## config.mk

```make
export PLATFORM = sky130hd
export DESIGN_NAME = midpoint_circle_pixel_writer_flat
export DESIGN_NICKNAME = d
export VERILOG_FILES = /design/src/rtl/mcpw_pkg.sv /design/src/rtl/mcpw_cmd_if.sv /design/src/rtl/mcpw_res_if.sv /design/src/rtl/mcpw_cfg_if.sv /design/src/rtl/midpoint_circle_pixel_writer.sv /design/src/flat_wrapper.sv
export SDC_FILE = /design/constraint.sdc
export NUM_CORES = 1
export LEC_CHECK = 0
export BUFFER_PORTS_ARGS = -buffer_cell sky130_fd_sc_hd__buf_2
export CORE_UTILIZATION = 51
export CTS_CLUSTER_DIAMETER = 30
export DETAILED_ROUTE_END_ITERATION = 12
export GPL_ROUTABILITY_DRIVEN = 0
export HOLD_SLACK_MARGIN = 0.15
export PLACE_DENSITY = 0.71
export SLEW_MARGIN = 10
export SYNTH_ARGS = -nofsm -noshare
export SYNTH_HDL_FRONTEND = slang
export SYNTH_SLANG_ARGS = --single-unit
```

## constraint.sdc

```tcl
create_clock -name clk -period 60.5 [get_ports clk]
set_clock_uncertainty 0.15 [all_clocks]
set_input_delay 12.1 -clock clk [delete_from_list [all_inputs] [get_ports clk]]
set_output_delay 12.1 -clock clk [all_outputs]
set_load 0.05 [all_outputs]
```

## src/rtl/mcpw_pkg.sv

```systemverilog
`timescale 1ns / 1ps

package mcpw_pkg;

    localparam int COORD_BITS  = 12;
    localparam int MAX_RADIUS  = 88;
    localparam int MAX_STEPS   = 64;
    localparam int RAD_BITS    = 7;
    localparam int COLOR_BITS  = 24;
    localparam int ADDR_BITS   = 32;
    localparam int DATA_BITS   = 32;
    localparam int STRIDE_BITS = 14;
    localparam int FMT_BITS    = 2;
    localparam int SCREEN_BITS = 13;
    localparam int CFG_IDX_BITS = 3;
    localparam int CFG_DATA_BITS = 32;
    localparam int MASK_BITS   = 8;
    localparam int PIX_IDX_BITS = $clog2(MASK_BITS);

    localparam int STEP_BITS  = $clog2(MAX_RADIUS + 1);
    localparam int DEC_BITS   = STEP_BITS + 4;
    localparam int COUNT_BITS = $clog2(MAX_STEPS + 1);
    // signed pixel position: center plus or minus an offset
    localparam int POS_BITS   = COORD_BITS + 2;
    localparam int CMP_BITS   = (POS_BITS - 1 > SCREEN_BITS) ? POS_BITS - 1 : SCREEN_BITS;
    localparam int PROD_BITS  = POS_BITS - 1 + STRIDE_BITS;

    localparam logic [STRIDE_BITS-1:0] ROW_STRIDE_RESET    = STRIDE_BITS'(1920);
    localparam logic [SCREEN_BITS-1:0] SCREEN_WIDTH_RESET  = SCREEN_BITS'(480);
    localparam logic [SCREEN_BITS-1:0] SCREEN_HEIGHT_RESET = SCREEN_BITS'(272);

    typedef enum logic [CFG_IDX_BITS-1:0] {
        REG_FRAME_BASE    = 3'd0,
        REG_ROW_STRIDE    = 3'd1,
        REG_PIXEL_FORMAT  = 3'd2,
        REG_SCREEN_WIDTH  = 3'd3,
        REG_SCREEN_HEIGHT = 3'd4
    } cfg_reg_t;

    typedef enum logic [FMT_BITS-1:0] {
        FMT_8BPP   = 2'd0,
        FMT_RGB565 = 2'd1,
        FMT_32BPP  = 2'd2
    } pixel_fmt_t;

    typedef enum logic [3:0] {
        ST_IDLE = 4'b0001,
        ST_STEP = 4'b0010,
        ST_PIX  = 4'b0100,
        ST_SEND = 4'b1000
    } state_t;

    function automatic logic [DATA_BITS-1:0] format_color(
        input logic [FMT_BITS-1:0]   fmt,
        input logic [COLOR_BITS-1:0] color
    );
        logic [DATA_BITS-1:0] result;
        begin
            unique case (fmt)
                FMT_8BPP:   result = DATA_BITS'(color[7:0]);
                FMT_RGB565: result = DATA_BITS'({color[23:19], color[15:10], color[7:3]});
                default:    result = DATA_BITS'(color);
            endcase
            return result;
        end
    endfunction

    // log2 of bytes per pixel, unused code behaves as 32 bpp
    function automatic logic [1:0] bpp_shift(input logic [FMT_BITS-1:0] fmt);
        logic [1:0] result;
        begin
            unique case (fmt)
                FMT_8BPP:   result = 2'd0;
                FMT_RGB565: result = 2'd1;
                default:    result = 2'd2;
            endcase
            return result;
        end
    endfunction

endpackage

```

## src/rtl/mcpw_cmd_if.sv

```systemverilog
`timescale 1ns / 1ps

interface mcpw_cmd_if import mcpw_pkg::*; ();
    logic                  valid;
    logic                  ready;
    logic [COORD_BITS-1:0] center_x;
    logic [COORD_BITS-1:0] center_y;
    logic [RAD_BITS-1:0]   radius;
    logic [COLOR_BITS-1:0] color;

    modport source (output valid, center_x, center_y, radius, color, input ready);
    modport sink   (input valid, center_x, center_y, radius, color, output ready);
endinterface

```

## src/rtl/mcpw_res_if.sv

```systemverilog
`timescale 1ns / 1ps

interface mcpw_res_if import mcpw_pkg::*; ();
    logic                 valid;
    logic                 ready;
    logic [ADDR_BITS-1:0] addr_0;
    logic [ADDR_BITS-1:0] addr_1;
    logic [ADDR_BITS-1:0] addr_2;
    logic [ADDR_BITS-1:0] addr_3;
    logic [ADDR_BITS-1:0] addr_4;
    logic [ADDR_BITS-1:0] addr_5;
    logic [ADDR_BITS-1:0] addr_6;
    logic [ADDR_BITS-1:0] addr_7;
    logic [DATA_BITS-1:0] pixel_data;
    logic [MASK_BITS-1:0] offscreen_mask;
    logic                 last_step;

    modport source (output valid, addr_0, addr_1, addr_2, addr_3, addr_4, addr_5, addr_6,
                    addr_7, pixel_data, offscreen_mask, last_step, input ready);
    modport sink   (input valid, addr_0, addr_1, addr_2, addr_3, addr_4, addr_5, addr_6,
                    addr_7, pixel_data, offscreen_mask, last_step, output ready);
endinterface

```

## src/rtl/mcpw_cfg_if.sv

```systemverilog
`timescale 1ns / 1ps

interface mcpw_cfg_if import mcpw_pkg::*; ();
    logic                     valid;
    logic                     ready;
    logic [CFG_IDX_BITS-1:0]  index;
    logic [CFG_DATA_BITS-1:0] data;

    modport source (output valid, index, data, input ready);
    modport sink   (input valid, index, data, output ready);
endinterface

```

## src/rtl/midpoint_circle_pixel_writer.sv

```systemverilog
`timescale 1ns / 1ps

// channel  dir  word                                          
// cmd      in   center_x, center_y, radius, color             
// res      out  addr_0..addr_7, pixel_data, offscreen_mask, last_step
// cfg      in   index, data (register write, always ready)    
//
// each step of the circle is a step update, after which the single address unit
// (one multiplier and its adders) forms the 8 mirrored pixels one after another
// a circle has at most 64 steps and gives one word per step
// cmd is ready only while idle; a command with zero radius gives no word
// the last word waits in the output register while the next command is taken
// rst_n clears the sequencer, output valid and the configuration registers to their defaults

module midpoint_circle_pixel_writer import mcpw_pkg::*; (
    input  logic      clk,
    input  logic      rst_n,
    mcpw_cmd_if.sink  cmd,
    mcpw_res_if.source res,
    mcpw_cfg_if.sink  cfg
);

    // configuration
    logic [ADDR_BITS-1:0]   frame_base_reg;
    logic [STRIDE_BITS-1:0] row_stride_reg;
    logic [FMT_BITS-1:0]    pixel_format_reg;
    logic [SCREEN_BITS-1:0] screen_width_reg;
    logic [SCREEN_BITS-1:0] screen_height_reg;

    // sequencer and iteration state
    state_t                       state_reg, state_next;
    logic [STEP_BITS-1:0]         x_reg, x_next;
    logic [STEP_BITS-1:0]         y_reg, y_next;
    logic signed [DEC_BITS-1:0]   dec_reg, dec_next;
    logic [COUNT_BITS-1:0]        count_reg, count_next;
    logic                         last_reg, last_next;
    logic [PIX_IDX_BITS-1:0]      k_reg, k_next;
    logic                         out_valid_reg, out_valid_next;

    // held command and work results
    logic [COORD_BITS-1:0] cx_reg;
    logic [COORD_BITS-1:0] cy_reg;
    logic [DATA_BITS-1:0]  data_reg;
    logic [ADDR_BITS-1:0]  addr_work_reg [MASK_BITS];
    logic [MASK_BITS-1:0]  mask_work_reg;

    // output register
    logic [ADDR_BITS-1:0]  out_addr_reg [MASK_BITS];
    logic [DATA_BITS-1:0]  out_data_reg;
    logic [MASK_BITS-1:0]  out_mask_reg;
    logic                  out_last_reg;

    logic                  cmd_fire;
    logic                  out_load;
    logic                  do_step;
    logic [RAD_BITS-1:0]   radius_sat;

    // step unit
    logic signed [DEC_BITS-1:0] x_ext, y_ext, dec_step;
    logic [STEP_BITS-1:0]       x_step, y_step;
    logic [COUNT_BITS-1:0]      count_step;
    logic                       last_step_calc;

    // address unit
    logic [STEP_BITS-1:0]       col_mag, row_mag;
    logic signed [POS_BITS-1:0] col_pos, row_pos;
    logic [PROD_BITS-1:0]       row_prod;
    logic [ADDR_BITS-1:0]       col_off, pix_addr;
    logic                       pix_clip;

    assign cmd_fire  = cmd.valid && cmd.ready;
    assign cmd.ready = (state_reg == ST_IDLE);
    assign cfg.ready = 1'b1;
    assign out_load  = (state_reg == ST_SEND) && (!out_valid_reg || res.ready);
    assign do_step   = (state_reg == ST_STEP) || (out_load && !last_reg);

    assign radius_sat = (cmd.radius > RAD_BITS'(MAX_RADIUS)) ? RAD_BITS'(MAX_RADIUS)
                                                             : cmd.radius;

    // midpoint update: x always advances, y drops when the decision is nonnegative
    always_comb
    begin
        x_ext  = DEC_BITS'(x_reg);
        y_ext  = DEC_BITS'(y_reg);
        x_step = x_reg + STEP_BITS'(1);
        if (!dec_reg[DEC_BITS-1])
        begin
            dec_step = dec_reg + ((x_ext - y_ext) <<< 1) + DEC_BITS'(5);
            y_step   = y_reg - STEP_BITS'(1);
        end
        else
        begin
            dec_step = dec_reg + (x_ext <<< 1) + DEC_BITS'(3);
            y_step   = y_reg;
        end
        count_step     = count_reg + COUNT_BITS'(1);
        last_step_calc = (x_step >= y_step) || (count_step == COUNT_BITS'(MAX_STEPS));
    end

    // pixel k: bit 1 swaps the offsets, bit 0 negates the column, bit 2 the row
    always_comb
    begin
        col_mag  = k_reg[1] ? y_reg : x_reg;
        row_mag  = k_reg[1] ? x_reg : y_reg;
        col_pos  = k_reg[0] ? POS_BITS'(cx_reg) - POS_BITS'(col_mag)
                            : POS_BITS'(cx_reg) + POS_BITS'(col_mag);
        row_pos  = k_reg[2] ? POS_BITS'(cy_reg) - POS_BITS'(row_mag)
                            : POS_BITS'(cy_reg) + POS_BITS'(row_mag);
        pix_clip = col_pos[POS_BITS-1] || row_pos[POS_BITS-1]
                   || (CMP_BITS'(col_pos[POS_BITS-2:0]) >= CMP_BITS'(screen_width_reg))
                   || (CMP_BITS'(row_pos[POS_BITS-2:0]) >= CMP_BITS'(screen_height_reg));
        row_prod = PROD_BITS'(row_pos[POS_BITS-2:0]) * PROD_BITS'(row_stride_reg);
        col_off  = ADDR_BITS'(col_pos[POS_BITS-2:0]) << bpp_shift(pixel_format_reg);
        pix_addr = frame_base_reg + ADDR_BITS'(row_prod) + col_off;
    end

    always_comb
    begin
        state_next     = state_reg;
        x_next         = x_reg;
        y_next         = y_reg;
        dec_next       = dec_reg;
        count_next     = count_reg;
        last_next      = last_reg;
        k_next         = k_reg;
        out_valid_next = out_valid_reg;

        if (res.ready)
        begin
            out_valid_next = 1'b0;
        end
        if (out_load)
        begin
            out_valid_next = 1'b1;
        end

        if (do_step)
        begin
            x_next     = x_step;
            y_next     = y_step;
            dec_next   = dec_step;
            count_next = count_step;
            last_next  = last_step_calc;
            k_next     = '0;
        end

        unique case (state_reg)
            ST_IDLE:
            begin
                if (cmd_fire && (radius_sat != '0))
                begin
                    x_next     = '0;
                    y_next     = STEP_BITS'(radius_sat);
                    dec_next   = DEC_BITS'(1) - DEC_BITS'(radius_sat);
                    count_next = '0;
                    state_next = ST_STEP;
                end
            end
            ST_STEP:
            begin
                state_next = ST_PIX;
            end
            ST_PIX:
            begin
                k_next = k_reg + PIX_IDX_BITS'(1);
                if (k_reg == PIX_IDX_BITS'(MASK_BITS - 1))
                begin
                    state_next = ST_SEND;
                end
            end
            ST_SEND:
            begin
                if (out_load)
                begin
                    state_next = last_reg ? ST_IDLE : ST_PIX;
                end
            end
            default:
            begin
                state_next = ST_IDLE;
            end
        endcase
    end

    always_ff @(posedge clk or negedge rst_n)
    begin
        if (!rst_n)
        begin
            state_reg         <= ST_IDLE;
            x_reg             <= '0;
            y_reg             <= '0;
            dec_reg           <= '0;
            count_reg         <= '0;
            last_reg          <= 1'b0;
            k_reg             <= '0;
            out_valid_reg     <= 1'b0;
            frame_base_reg    <= '0;
            row_stride_reg    <= ROW_STRIDE_RESET;
            pixel_format_reg  <= FMT_32BPP;
            screen_width_reg  <= SCREEN_WIDTH_RESET;
            screen_height_reg <= SCREEN_HEIGHT_RESET;
        end
        else
        begin
            state_reg     <= state_next;
            x_reg         <= x_next;
            y_reg         <= y_next;
            dec_reg       <= dec_next;
            count_reg     <= count_next;
            last_reg      <= last_next;
            k_reg         <= k_next;
            out_valid_reg <= out_valid_next;
            if (cfg.valid && cfg.ready)
            begin
                unique case (cfg.index)
                    REG_FRAME_BASE:    frame_base_reg    <= ADDR_BITS'(cfg.data);
                    REG_ROW_STRIDE:    row_stride_reg    <= cfg.data[STRIDE_BITS-1:0];
                    REG_PIXEL_FORMAT:  pixel_format_reg  <= cfg.data[FMT_BITS-1:0];
                    REG_SCREEN_WIDTH:  screen_width_reg  <= cfg.data[SCREEN_BITS-1:0];
                    REG_SCREEN_HEIGHT: screen_height_reg <= cfg.data[SCREEN_BITS-1:0];
                    default:
                    begin
                    end
                endcase
            end
        end
    end

    // payload, no reset
    always_ff @(posedge clk)
    begin
        if (cmd_fire)
        begin
            cx_reg   <= cmd.center_x;
            cy_reg   <= cmd.center_y;
            data_reg <= format_color(pixel_format_reg, cmd.color);
        end
        if (state_reg == ST_PIX)
        begin
            addr_work_reg[k_reg] <= pix_clip ? '0 : pix_addr;
            mask_work_reg[k_reg] <= pix_clip;
        end
        if (out_load)
        begin
            out_addr_reg <= addr_work_reg;
            out_mask_reg <= mask_work_reg;
            out_data_reg <= data_reg;
            out_last_reg <= last_reg;
        end
    end

    assign res.valid          = out_valid_reg;
    assign res.addr_0         = out_addr_reg[0];
    assign res.addr_1         = out_addr_reg[1];
    assign res.addr_2         = out_addr_reg[2];
    assign res.addr_3         = out_addr_reg[3];
    assign res.addr_4         = out_addr_reg[4];
    assign res.addr_5         = out_addr_reg[5];
    assign res.addr_6         = out_addr_reg[6];
    assign res.addr_7         = out_addr_reg[7];
    assign res.pixel_data     = out_data_reg;
    assign res.offscreen_mask = out_mask_reg;
    assign res.last_step      = out_last_reg;

endmodule

```

## src/flat_wrapper.sv

```systemverilog
// flat-port wrapper written by rule: the top's interface ports become plain ports
module midpoint_circle_pixel_writer_flat import mcpw_pkg::*;
  (clk, rst_n, cmd_valid, cmd_center_x, cmd_center_y, cmd_radius, cmd_color, cmd_ready, res_valid, res_addr_0, res_addr_1, res_addr_2, res_addr_3, res_addr_4, res_addr_5, res_addr_6, res_addr_7, res_pixel_data, res_offscreen_mask, res_last_step, res_ready, cfg_valid, cfg_index, cfg_data, cfg_ready);
  mcpw_cmd_if cmd_i ();
  mcpw_res_if res_i ();
  mcpw_cfg_if cfg_i ();
  input  logic clk;
  input  logic rst_n;
  input wire logic [$bits(cmd_i.valid)-1:0] cmd_valid;
  input wire logic [$bits(cmd_i.center_x)-1:0] cmd_center_x;
  input wire logic [$bits(cmd_i.center_y)-1:0] cmd_center_y;
  input wire logic [$bits(cmd_i.radius)-1:0] cmd_radius;
  input wire logic [$bits(cmd_i.color)-1:0] cmd_color;
  output wire logic [$bits(cmd_i.ready)-1:0] cmd_ready;
  output wire logic [$bits(res_i.valid)-1:0] res_valid;
  output wire logic [$bits(res_i.addr_0)-1:0] res_addr_0;
  output wire logic [$bits(res_i.addr_1)-1:0] res_addr_1;
  output wire logic [$bits(res_i.addr_2)-1:0] res_addr_2;
  output wire logic [$bits(res_i.addr_3)-1:0] res_addr_3;
  output wire logic [$bits(res_i.addr_4)-1:0] res_addr_4;
  output wire logic [$bits(res_i.addr_5)-1:0] res_addr_5;
  output wire logic [$bits(res_i.addr_6)-1:0] res_addr_6;
  output wire logic [$bits(res_i.addr_7)-1:0] res_addr_7;
  output wire logic [$bits(res_i.pixel_data)-1:0] res_pixel_data;
  output wire logic [$bits(res_i.offscreen_mask)-1:0] res_offscreen_mask;
  output wire logic [$bits(res_i.last_step)-1:0] res_last_step;
  input wire logic [$bits(res_i.ready)-1:0] res_ready;
  input wire logic [$bits(cfg_i.valid)-1:0] cfg_valid;
  input wire logic [$bits(cfg_i.index)-1:0] cfg_index;
  input wire logic [$bits(cfg_i.data)-1:0] cfg_data;
  output wire logic [$bits(cfg_i.ready)-1:0] cfg_ready;
  assign cmd_i.valid = cmd_valid;
  assign cmd_i.center_x = cmd_center_x;
  assign cmd_i.center_y = cmd_center_y;
  assign cmd_i.radius = cmd_radius;
  assign cmd_i.color = cmd_color;
  assign cmd_ready = cmd_i.ready;
  assign res_valid = res_i.valid;
  assign res_addr_0 = res_i.addr_0;
  assign res_addr_1 = res_i.addr_1;
  assign res_addr_2 = res_i.addr_2;
  assign res_addr_3 = res_i.addr_3;
  assign res_addr_4 = res_i.addr_4;
  assign res_addr_5 = res_i.addr_5;
  assign res_addr_6 = res_i.addr_6;
  assign res_addr_7 = res_i.addr_7;
  assign res_pixel_data = res_i.pixel_data;
  assign res_offscreen_mask = res_i.offscreen_mask;
  assign res_last_step = res_i.last_step;
  assign res_i.ready = res_ready;
  assign cfg_i.valid = cfg_valid;
  assign cfg_i.index = cfg_index;
  assign cfg_i.data = cfg_data;
  assign cfg_ready = cfg_i.ready;
  midpoint_circle_pixel_writer u_core (.clk(clk), .rst_n(rst_n), .cmd(cmd_i), .res(res_i), .cfg(cfg_i));
endmodule
```

Word level (Yosys, flattened, before mapping)
Index checks and enable logic that the tools add are counted.
Storage, ports and cells
  bits of input ports: 95
  output and inout port bits: 300
  bits in registers: 732
Operators by class
  shifts and indexed selects: 1
  $add $sub $neg: 16
  bitwise logic cells: 1
  reduce and logical (&&, ||, !) cells: 25
  equality and inequality tests: 14
  mux-type cells: 37
  order comparisons: 8
  $mul: 1
Operators by type and width (number)
  256-bit bitwise mux: 1
  32-bit demux with 3-bit select: 1
  7-bit two-way mux: 13
  32-bit two-way mux: 2
  24-bit case mux with 2 select lines: 1
  11-bit two-way mux: 4
  32-bit by 27-bit adder with 32-bit output: 1
  32-bit adder: 1
  13-bit by 2-bit left shift with 32-bit output: 1
  14-bit two-way mux: 2
  13-bit by 14-bit multiplier with 27-bit output: 1
  12-bit by 7-bit adder with 13-bit output: 2
  13-bit greater-or-equal comparator: 2
  12-bit by 7-bit subtractor with 13-bit output: 2
  4-bit case mux with 4 select lines: 1
  7-bit by 1-bit adder with 7-bit output (second input constant): 2
  4-bit two-way mux: 3
  11-bit adder: 1
  11-bit by 3-bit adder with 11-bit output (second input constant): 1
  11-bit by 4-bit adder with 11-bit output (second input constant): 1
  11-bit by 9-bit adder with 11-bit output: 1
  2-bit AND reduction: 5
  3-bit two-way mux: 3
  8-bit bitwise mux: 1
  other kinds (33): 50

Longest topological paths before layout
Gate-level depths: netlist of the first run.
  depth after elaboration: 8
  mapped depth: 36
  depth with buffers taken out: 33

Worst setup path before layout of the first run
No wires, ideal clock.
  path kind: input to register
  from: input port res_ready
  to: register u_core.out_addr_reg, in the netlist u_core.res.addr_0[0] (enable)
  required time: 58704 ps
  setup slack: 19636 ps
  cell stages on the path: 2
  arrival time: 39068 ps
  buffers on the path: 0
  path through: nor2b_1 -> nor4_1
Between the ends
  word-level cells in the longest chain between the ends: 2
Ends and longest elaborated chain
  from (decl): line flat_wrapper.sv:27  | input wire logic [$bits(res_i.ready)-1:0] res_ready;
  1-bit logical OR: line midpoint_circle_pixel_writer.sv:74  | assign out_load = (state_reg == ST_SEND) && (!out_valid_reg || res.ready);
  1-bit logical AND: line midpoint_circle_pixel_writer.sv:74
  net u_core.out_load: line midpoint_circle_pixel_writer.sv:54  | logic out_load;
  to (signal assigned): line midpoint_circle_pixel_writer.sv:245  | out_addr_reg <= addr_work_reg;
  to (decl): line midpoint_circle_pixel_writer.sv:48  | logic [ADDR_BITS-1:0] out_addr_reg [MASK_BITS];
The timed path passes the listed nets, and every way through them passes these cells.
A chain may end at the register's enable or synchronous reset.

Worst setup path in the final report of the first run
  from: input port res_ready
  to: register u_core.out_addr_reg, in the netlist u_core.res.addr_6[22] (enable)
Same word-level chain as after synthesis.

==> impl_metrics.env, run 1 <==
export IMPL_timing_setup_tns_ps=0
export IMPL_synth_top_family_by_area="adder cells"
export IMPL_synth_fa_ha_area_frac=0.174
export IMPL_critical_path_reg2reg_startpoint="u_core.k_reg[1]$_DFFE_PN0P_"
export IMPL_synth_xor_area_share=0.0224
export IMPL_clock_tree_htree_level_count=3
export IMPL_portion_of_the_post_synthesis_area_used_by_sequential_elements=0.601
export IMPL_synth_ff_type="edfxtp_1"
export IMPL_max_stage_delay_cell_worst_path="buf_4"
export IMPL_postCtsHoldBufs=0
export IMPL_routedWlPerCell_um=20.5
export IMPL_post_drt_via_cell_ratio=5.35
export IMPL_routed_wirelength_mm=80.8
export IMPL_timing_critical_path_cells="buf_2, nor2b_1, nor4_2, buf_4, buf_4, buf_4, buf_4"
export IMPL_r2r_setup_slack_ps=50310
export IMPL_finish_net_count=3446
export IMPL_width_of_the_die_um=263
export IMPL_port_buffer_count=385
export IMPL_delay_contributed_by_the_slowest_stage_of_the_critical_path_ps=960
export IMPL_yosysUniqueCellTypes=86
export IMPL_synthesized_area_fraction_occupied_by_ao_oa_aoi_and_oai_cells=0.0558
export IMPL_cts_clk_slew_worst_paths_ps=60
export IMPL_relSlewSlack=0.165
export IMPL_drv_cap=0
export IMPL_crit_fanout=87
export IMPL_n_fill_cell=4967
export IMPL_ff2ff_path_depth=29
export IMPL_fraction_of_synthesis_flops_using_an_asynchronous_set_or_reset_pin=0.161
export IMPL_grt_overflow_total=0
export IMPL_drt_pass1_iter_count=5
export IMPL_synth_simple_gate_area_frac=0.0813
export IMPL_hold_path_class="flop to flop"
export IMPL_ys_ff_latch=716
export IMPL_synth_edf_count=601
export IMPL_grt_antenna_before_repair=0
export IMPL_mappedNetlistArea_um2=34800
export IMPL_clk_path_buf_depth=3
export IMPL_postSynthAreaPerCell_um2=13.9
export IMPL_critPathRequiredTime_ps=60620
export IMPL_synthesis_instances=2512
export IMPL_most_common_layout_cells="edfxtp_1, buf_2, inv_1, nand2_1, ha_1"
export IMPL_hold_path_endpoint="u_core.res.offscreen_mask[6]$_DFFE_PP_"
export IMPL_largest_reg_flops=256
export IMPL_cts_repair_timing_setup_buffer_count=0
export IMPL_endpoint_kind="flop"
export IMPL_finalHoldViolCount=0
export IMPL_timing_final_crit_period_ps=15880
export IMPL_min_period_over_period=0.263
export IMPL_area_delta_synth_final_pct=19.9
export IMPL_drive_gt1_frac=0.234
export IMPL_hold_start="u_core.mask_work_reg[6]$_DFFE_PP_"
export IMPL_place_hpwl_mm=55.1
export IMPL_drt_iter0_drc=1472
export IMPL_finalSetupViolCount=0
export IMPL_worst_path_buf_inv=5
export IMPL_grt_setup_unrepaired="false"
export IMPL_clock_insertion_delay_at_the_later_pin_of_the_skew_report_ps=670
export IMPL_initial_utilization=0.517
export IMPL_yosys_mux_area_fraction=0.0244
export IMPL_clock_root_buffer="clkbuf_16"
export IMPL_design_portCount=395
export IMPL_core_rowCount=95
export IMPL_post_route_drc_count=0
export IMPL_tritoncts="built"
export IMPL_regToRegEndpoint="u_core.addr_work_reg[63]$_DFFE_PP_"
export IMPL_number_of_global_route_vias_before_repair=21300
export IMPL_critical_path_most_common_cell="buf_4"
export IMPL_antenna_cells=0
export IMPL_timing_max_transition_violations_final=0
export IMPL_timing_worst_setup_path_type="input port to flop"
export IMPL_globalRouteTotalUtil=0.235
export IMPL_chipHeight_um=263
export IMPL_fp_dieArea_um2=69300
export IMPL_routed_via_count=21100
export IMPL_hold_path_stages=0
export IMPL_fmax_ghz=0.0630
export IMPL_crit_path_start_kind="input port"
export IMPL_critical_path_arrival_ps=16000
export IMPL_core_area_um2=67400
export IMPL_number_of_buffers_inserted_during_clock_tree_synthesis=113
export IMPL_cts_resized=0
export IMPL_tightestPinTransition_ps=1240
export IMPL_cts_sinks=716
export IMPL_run_status="finished, final reports clean"
export IMPL_yosys_warnings=0
export IMPL_critPathTopFamily="buffers and inverters"
export IMPL_wire_length_of_the_first_global_routing_pass_mm=124
export IMPL_grt_max_degree=88
export IMPL_postRouteAntennaNets=0
export IMPL_most_common_library_cell_in_the_layout_ignoring_fill_and_taps="edfxtp_1"
final cells by class:
class | count | area (um2) | area share
clock inverters | 86 | 976 | 0.0234
repair buffers | 419 | 2180 | 0.0523
flip-flops and latches | 716 | 20900 | 0.501
clock buffers | 126 | 2930 | 0.0701
inverters | 277 | 1050 | 0.0252
well taps | 873 | 1090 | 0.0261
multi-input cells | 1447 | 12600 | 0.302
metrics by stage:
stage           util  hold WS [ps]  worst slack [ps]  instances  cell area, um2
2_1_floorplan      -           250             19640       2520           34900
3_3_place_gp   0.562           251             44170       3732           37900
3_5_place_dp   0.562           255             43980       3732           37900
4_1_cts        0.620           204             44660       3944           41800
5_1_grt        0.620           204             44350       3944           41800
6_report       0.620           206             44620       3944           41800
cells by family after synthesis:
| logic type | Yosys count |
|---|---|
| buffers and inverters | 357 |
| adders and majority gates | 377 |
| other | 2 |
| xor gates and xnor gates | 89 |
| and+or+nand+nor | 587 |
| AOI/OAI and AO/OA | 307 |
| DFF | 716 |
| muxes | 77 |
Yosys cell counts, types with 6 or more instances:
| library cell | instances | area [um2] |
|---|---|---|
| mux2_2 | 61 | 687 |
| inv_1 | 276 | 1040 |
| nand2_1 | 220 | 826 |
| dfstp_2 | 12 | 315 |
| o211ai_1 | 8 | 60.1 |
| buf_2 | 11 | 55.1 |
| a211oi_1 | 11 | 82.6 |
| nand3_1 | 21 | 105 |
| o21a_1 | 15 | 113 |
| nor2b_1 | 41 | 257 |
| a21oi_1 | 84 | 420 |
| and2_1 | 75 | 469 |
| o21ai_0 | 92 | 460 |
| xor2_1 | 36 | 315 |
| nor2_1 | 110 | 413 |
| ha_1 | 198 | 2480 |
| clkbuf_1 | 53 | 199 |
| mux2i_1 | 14 | 140 |
| nor3_1 | 36 | 180 |
| o21bai_1 | 6 | 45.0 |
| a31oi_1 | 8 | 50.1 |
| o31ai_1 | 6 | 45.0 |
| dfrtp_1 | 103 | 2580 |
| buf_4 | 11 | 82.6 |
| a21o_1 | 18 | 135 |
| xnor2_1 | 53 | 464 |
| nand2b_1 | 27 | 169 |
| fa_1 | 179 | 3580 |
| or3_1 | 12 | 75.1 |
| edfxtp_1 | 601 | 18000 |
layer usage:
metal | wire length (um) | vias up | share of wire | GRT usage
li1 | - | 9646 | - | -
met1 | 33800 | 10600 | 0.42 | 0.316
met4 | 1810 | 0 | 0.022 | 0.0662
met5 | 0 | - | 0 | 0
met2 | 40000 | 769 | 0.50 | 0.391
met3 | 5120 | 118 | 0.063 | 0.0430
how the worst max path moves through the flow:
stage / start / to / slack [ps] / cells past startpoint
after detailed placement: res_ready / u_core.res.addr_0[25]$_DFFE_PP_ / 43980 / 7
after CTS: res_ready / u_core.res.addr_6[18]$_DFFE_PP_ / 44660 / 7
after floorplan: res_ready / u_core.res.addr_0[0]$_DFFE_PP_ / 19640 / 2
final: res_ready / u_core.res.addr_6[22]$_DFFE_PP_ / 44620 / 7
after global routing: res_ready / u_core.res.addr_6[18]$_DFFE_PP_ / 44350 / 7
after global placement: res_ready / u_core.res.addr_0[25]$_DFFE_PP_ / 44170 / 7
Power of run 1 is not shown: default switching activity piles up to over one toggle a cycle in this logic, so the estimate is an artifact.
==> inputs of run 2 (changes only) <==
==> constraint.sdc (replaced) <==
create_clock -name clk -period 16 [get_ports clk]
set_clock_uncertainty 0.15 [all_clocks]
set_input_delay 3.2 -clock clk [delete_from_list [all_inputs] [get_ports clk]]
set_output_delay 3.2 -clock clk [all_outputs]
set_load 0.05 [all_outputs]
==> impl_metrics.env, run 2 (synthesized netlist as in run 1, its figures left out) <==
export IMPL_run_status="finished, final reports clean"
export IMPL_clock_root_buffer="clkbuf_16"
export IMPL_tightestPinTransition_ps=1170
export IMPL_routed_wirelength_mm=82.6
export IMPL_finish_cell_count_without_fillers=3946
export IMPL_grt_antenna_before_repair=0
export IMPL_place_hpwl_mm=56.7
export IMPL_r2r_setup_slack_ps=6280
export IMPL_min_period_over_period=0.608
export IMPL_antenna_cells=0
export IMPL_wire_length_of_the_first_global_routing_pass_mm=127
export IMPL_grt_max_degree=164
export IMPL_post_route_drc_count=0
export IMPL_timing_final_crit_period_ps=9720
export IMPL_width_of_the_die_um=263
export IMPL_critical_path_reg2reg_startpoint="u_core.k_reg[1]$_DFFE_PN0P_"
export IMPL_initial_utilization=0.517
export IMPL_hold_path_endpoint="u_core.res.addr_6[15]$_DFFE_PP_"
export IMPL_timing_worst_setup_path_type="flop to flop"
export IMPL_chipHeight_um=263
export IMPL_postRouteAntennaNets=0
export IMPL_finalHoldViolCount=0
export IMPL_ff2ff_path_depth=30
export IMPL_port_buffer_count=385
export IMPL_routedWlPerCell_um=20.9
export IMPL_hold_path_stages=0
export IMPL_timing_max_transition_violations_final=0
export IMPL_most_common_library_cell_in_the_layout_ignoring_fill_and_taps="edfxtp_1"
export IMPL_tritoncts="built"
export IMPL_critPathRequiredTime_ps=16240
export IMPL_postCtsHoldBufs=0
export IMPL_endpoint_kind="flop"
export IMPL_critical_path_arrival_ps=9960
export IMPL_cell_total_after_placement=3728
export IMPL_design_portCount=395
export IMPL_drt_iter0_drc=1515
export IMPL_globalRouteTotalUtil=0.239
export IMPL_finalSetupViolCount=0
export IMPL_core_rowCount=95
export IMPL_clk_path_buf_depth=3
export IMPL_core_area_um2=67400
export IMPL_cts_resized=0
export IMPL_routed_via_count=21400
export IMPL_drv_cap=0
export IMPL_timing_setup_tns_ps=0
export IMPL_most_common_layout_cells="edfxtp_1, buf_2, inv_1, nand2_1, ha_1"
export IMPL_number_of_buffers_inserted_during_clock_tree_synthesis=114
export IMPL_drive_gt1_frac=0.236
export IMPL_critical_path_most_common_cell="fa_1"
export IMPL_fp_dieArea_um2=69300
export IMPL_area_delta_synth_final_pct=20.9
export IMPL_hold_path_class="flop to flop"
export IMPL_clock_insertion_delay_at_the_later_pin_of_the_skew_report_ps=670
export IMPL_delay_contributed_by_the_slowest_stage_of_the_critical_path_ps=960
export IMPL_drt_pass1_iter_count=6
export IMPL_dpl_worst_slack_ps=6450
export IMPL_clock_tree_htree_level_count=3
export IMPL_final_core_util=0.625
export IMPL_crit_path_start_kind="flop"
export IMPL_cts_sinks=716
export IMPL_fmax_ghz=0.103
export IMPL_hold_start="u_core.addr_work_reg[47]$_DFFE_PP_"
export IMPL_post_drt_via_cell_ratio=5.42
export IMPL_cts_clk_slew_worst_paths_ps=60
export IMPL_grt_overflow_total=0
export IMPL_grt_setup_unrepaired="false"
export IMPL_setup_slack_ps=6280
export IMPL_critPathTopFamily="adder cells"
export IMPL_regToRegEndpoint="u_core.addr_work_reg[255]$_DFFE_PP_"
export IMPL_largest_reg_flops=256
export IMPL_finish_net_count=3443
export IMPL_number_of_global_route_vias_before_repair=21700
export IMPL_worst_path_buf_inv=4
export IMPL_max_stage_delay_cell_worst_path="dfrtp_1"
export IMPL_relSlewSlack=0.205
export IMPL_cts_repair_timing_setup_buffer_count=0
export IMPL_crit_fanout=29
run 2: routing by layer:
metal  GRT usage  vias to the layer above  share of wire
met5           0                        -              0
met4      0.0920                        0          0.035
li1            -                     9640              -
met3      0.0380                      155          0.068
met2       0.394                      930           0.48
met1       0.321                    10700           0.41
run 2: worst max path at each step:
stage / start / end / cells past startpoint
final: u_core.k_reg[1]$_DFFE_PN0P_ / u_core.addr_work_reg[255]$_DFFE_PP_ / 30
after global routing: u_core.k_reg[1]$_DFFE_PN0P_ / u_core.addr_work_reg[127]$_DFFE_PP_ / 31
after CTS: u_core.k_reg[1]$_DFFE_PN0P_ / u_core.addr_work_reg[31]$_DFFE_PP_ / 31
after detailed placement: u_core.k_reg[1]$_DFFE_PN0P_ / u_core.addr_work_reg[255]$_DFFE_PP_ / 30
after global placement: u_core.k_reg[1]$_DFFE_PN0P_ / u_core.addr_work_reg[223]$_DFFE_PP_ / 31
after floorplan: res_ready / u_core.res.addr_0[0]$_DFFE_PP_ / 2
run 2: layout make-up:
| type | count | area, um2 |
|---|---|---|
| fillers | 4849 | 25300 |
| flip-flops and latches | 716 | 20900 |
| multi-input cells | 1447 | 12600 |
| clock buffers | 120 | 2900 |
| repair buffers | 415 | 2170 |
| clock inverters | 98 | 1360 |
| well taps | 873 | 1090 |
| inverters | 277 | 1050 |
run 2: stage by stage:
stage | area [um2] | hold slack, ps
CTS | 42100 | 238
floorplan | 34900 | 250
global placement | 37900 | 250
detailed placement | 37900 | 255
finish | 42100 | 230
global route | 42100 | 244
Power of run 2 is left out for the same reason.
